==> config.mk <==
export PLATFORM = sky130hd
export DESIGN_NAME = tfa_isq_step
export DESIGN_NICKNAME = d
export VERILOG_FILES = /design/src/hdl/tfa_pkg.sv /design/src/hdl/tfa_isq_step.sv
export SDC_FILE = /design/constraint.sdc
export NUM_CORES = 1
export LEC_CHECK = 0
export ABC_AREA = 0
export BUFFER_PORTS_ARGS = -buffer_cell sky130_fd_sc_hd__buf_4
export CORE_MARGIN = 8
export CORE_UTILIZATION = 52
export DETAILED_ROUTE_END_ITERATION = 10
export GPL_ROUTABILITY_DRIVEN = 0
export PLACE_DENSITY = 0.85
export SETUP_SLACK_MARGIN = 0.2
export SYNTH_ARGS = -nofsm -noshare
export SYNTH_HDL_FRONTEND = slang
export SYNTH_SLANG_ARGS = --single-unit
==> constraint.sdc <==
create_clock -name vclk -period 3.8
set_input_delay 0.76 -clock vclk [all_inputs]
set_output_delay 0.76 -clock vclk [all_outputs]
set_load 0.005 [all_outputs]
==> src/hdl/tfa_pkg.sv <==
// Shared constants and helpers for the triangle facet attributes block.
// No dependencies; imported by the top level and the root/quotient step.
`timescale 1ns / 1ps

package tfa_pkg;

	localparam int COORD_WIDTH_DEF = 24;  // default vertex coordinate width, Q4.20
	localparam int NORM_W          = 16;  // normal component width, Q1.14
	localparam int NORM_STEPS      = 16;  // quotient bits resolved per normal component
	localparam int NORM_SHIFT      = 30;  // 2^30 = (2 * 2^14)^2 scale of the normal compare
	localparam int AREA_W          = 49;  // area width, Q9.40

	function automatic int max_int(input int a, input int b);
		return (a > b) ? a : b;
	endfunction

endpackage

==> src/hdl/tfa_isq_step.sv <==
// One bit of a restoring square-root style search: tests whether setting
// bit J of the running quotient keeps the remainder non-negative.
// Depends on tfa_pkg.
`timescale 1ns / 1ps

module tfa_isq_step #(
	parameter int WR = 8,   // remainder width
	parameter int WA = 8,   // accumulator width (quotient times base)
	parameter int WB = 1,   // base width
	parameter int J  = 0    // bit position tested
) (
	input  logic [WR-1:0] rem,
	input  logic [WA-1:0] acc,
	input  logic [WB-1:0] base,
	output logic [WR-1:0] rem_n,
	output logic [WA-1:0] acc_n,
	output logic          take
);
	import tfa_pkg::*;

	localparam int WT = max_int(max_int(WA + J + 1, WB + 2 * J), WR) + 1;

	logic [WT-1:0] trial;

	// (k + 2^J)^2 * base - k^2 * base = 2^(J+1) * acc + 2^(2J) * base
	assign trial = (WT'(acc) << (J + 1)) + (WT'(base) << (2 * J));
	assign take  = (trial <= WT'(rem));
	assign rem_n = take ? (rem - trial[WR-1:0]) : rem;
	assign acc_n = take ? (acc + (WA'(base) << J)) : acc;

endmodule
After elaboration in Yosys (flattened, before gate mapping)
Index checks and enable logic that the tools add are counted.

Bits in registers: 0. Bits of input ports: 17. Output and inout port bits: 17. Word-level logic and storage cells: 6.

$add $sub $neg: 3. Magnitude comparators: 1. Mux-type cells: 2.

Operators with widths (count): $mux W8 (2); $add A9 B1 Y10 (1); $le A10 B8 Y1 (1); $add A8 B1 Y8 (1); $sub A8 B8 Y8 (1).

Longest topological paths before layout
Depth after elaboration: 3. Mapped depth: 9. Mapped depth without buffers: 8.

Worst setup path after synthesis
No wires, ideal clock.

Kind: input to output. Start: input port rem[5]. End: output port acc_n[6]. Data arrival time: 2376 ps. Required time: 3040 ps. Path slack: 664 ps. Stages: 9. Path buffers: 2. Path through: inv_1 > ha_1 > nand4_1 > or4_1 > o311a_1 > buf_6 > buf_8 > nor2_4 > xor2_2.

Word-level cells in the longest chain between the ends: 2.

Ends and longest elaborated chain: start, declared (RTL line tfa_isq_step.sv:12) `input logic [WR-1:0] rem,`; $le A10 B8 Y1 (RTL line tfa_isq_step.sv:27) `assign take = (trial <= WT'(rem));`; $mux W8 (RTL line tfa_isq_step.sv:29) `assign acc_n = take ? (acc + (WA'(base) << J)) : acc;`; end, declared (RTL line tfa_isq_step.sv:16) `output logic [WA-1:0] acc_n,`.

Every way passes these cells.

Worst setup path after layout
Start: input port rem[5]. End: output port acc_n[5].

Same word-level chain as after synthesis.

==> qor.txt <==
clk_buf instances: 0
I/O Buffers: 34
routed len/inst: 13.4 µm
Setup TNS Final: 0 ns
Clk pwr share: 0
synthesized area: 828 µm²
row cnt: 14
post-cts repair resize count: 0
Final Hold Viols: 0
post-synthesis xor/xnor area fraction: 0.0831
Least-Margin Pin Slew: 0.473 ns
mux contribution to synthesized area: 0.0393
Final Core Density: 0.722
top-area cell type share of the netlist area: 0.257
peak supply drop: 0.0755 mV
initial antenna violation count: 0
synth top area cells: ha_1 (26%), inv_1 (7.7%), nand2_1 (5.4%)
DR iter-0 viols: 13
Post-Synthesis Cells: 115
TritonRoute pass-1 iters: 4
grt peak-use layer: met2
largest family of logic cells by synthesized area: adder cells
Antenna Cells: 0
Req. time, crit path: 3.04 ns
Relative slew margins: 0.681
crit-path max FO: 8
Sw Share: 0.487
post-synthesis simple-gate area fraction: 0.245
grt ovf: 0
grt met3 use: 0.0183
largest net degree at the start of global routing: 18
Synth Area in Adders: 0.281
layout cells sized above 1: 0.311
M1 GR Usage: 0.154
Hold-fix buffers, CTS: 0
fin. max-slew vios: 0
Core ar.: 1510 µm²
Worst Setup Path Type: in -> out
Syn. warnings: 0
Startpoint Class: input port
syn avg cell area: 7.20 µm²
status: completed
Seq. cell area: 0 µm²
via count of the first global-routing pass: 892
Worst setup EP type: output pin
Initial Utilization: 0.550
first-pass GRT wire length: 3680 µm
area grow syn2layout: 31.3%
switching component of the power: 0.0828 mW
boundary pin count: 34
Hold WC Path Type: in -> out
final critical-path required period: 3.45 ns
drt drc: 0
vias per cell: 5.38
count of flip-flops and latches: 0
postcts setup bufs: 0
Synth area leader: ha_1
Comb power frac: 1.000
Final HPWL DP: 1910 µm
RSZ-0062 raised after global routing: no
post-synth cell types: 30
die height: 55.9 µm
Die ar.: 3130 µm²
final setup fails: 0
Routed WL: 2190 µm
register area share after synthesis: 0
Die Wd: 55.9 µm
routed via count: 883
power density over the cells: 156 nW/µm²
nets@finish: 185
Mapped Nets: 150
Internal: 0.0873 mW
MaxCap Viol Count: 0
Fmax achieved: 290 MHz
Final ANT Viol Nets: 0
Lkg Pwr: 0.560 nW
Synth Area in Compound Gates: 0.237
total power draw: 0.170 mW
commonest non-fill, non-tap cell in the layout: buf_4
most frequent cells in the layout: buf_4 (36), inv_1 (17), ha_1 (17)
grt met2 use: 0.248
Final Cycle Share: 0.908
CP arrival: 2.69 ns
Tot GR Track Use: 0.131
Reg power frac: 0
[cell families after synthesis]
family	Yosys count
AND/OR/NAND/NOR	39
AO/OA/AOI/OAI	28
buffers and inverters	20
adder cells (fa/ha/maj)	18
XOR/XNOR	7
multiplexers	3
[routing by layer]
| layer | up-vias | part of all wire |
|---|---|---|
| met4 | 0 | 0 |
| met1 | 397 | 0.44 |
| met3 | 0 | 0.044 |
| met5 | - | 0 |
| li1 | 463 | - |
| met2 | 23 | 0.51 |
[critical path, cell delays in order]
cell	delay, ns
buf_4	0.09
inv_1	0.04
ha_1	0.37
nand4_1	0.14
or4_1	0.49
o311a_1	0.16
buf_4	0.18
nor3_2	0.19
xnor2_1	0.14
buf_4	0.13
[power groups by stage]
stage	registers, mW	logic, mW	clock network, mW
after floorplan	0	0.104	0
after global placement	0	0.167	0
after detailed placement	0	0.171	0
after CTS	0	0.172	0
after global routing	0	0.188	0
final	0	0.170	0
[area by class of cell]
| cell class | instances | area, µm² |
|---|---|---|
| fillers | 135 | 419 |
| inverters | 17 | 63.8 |
| well taps | 16 | 20.0 |
| repair buffers | 36 | 270 |
| multi-input cells | 95 | 733 |
[Yosys cell counts]
cell	count
ha_1	17
a21oi_1	8
o31a_1	1
nor2_4	2
nor2b_1	3
o21a_1	6
a211oi_1	1
or4_1	1
xor2_1	1
mux2_2	2
nand2_1	12
nand3_1	2
fa_1	1
o21ai_0	6
nand4_1	1
buf_8	1
o311a_1	1
xor2_2	1
nand2b_1	3
xnor2_1	5
nor3_2	2
o31ai_2	3
o41ai_1	1
mux2i_1	1
buf_6	1
buf_2	1
inv_1	17
nor2_1	9
a31o_1	1
nor3_1	4
[worst paths after layout]
path                from        to  slack [ns]  depth (start not counted)
setup / recovery  rem[5]  acc_n[5]        0.35                         10
hold / removal    acc[7]  acc_n[7]        1.80                          3
[stage by stage]
stage	instances	hold WS, ns	instance area [µm²]	worst slack, ns
floorplan	115	1.57	828	0.664
global placement	164	1.81	1090	0.416
detailed placement	164	1.80	1090	0.364
CTS	164	1.80	1090	0.356
global route	164	1.83	1090	0.246
finish	164	1.80	1090	0.350
Power figures use the tool's default switching activity.
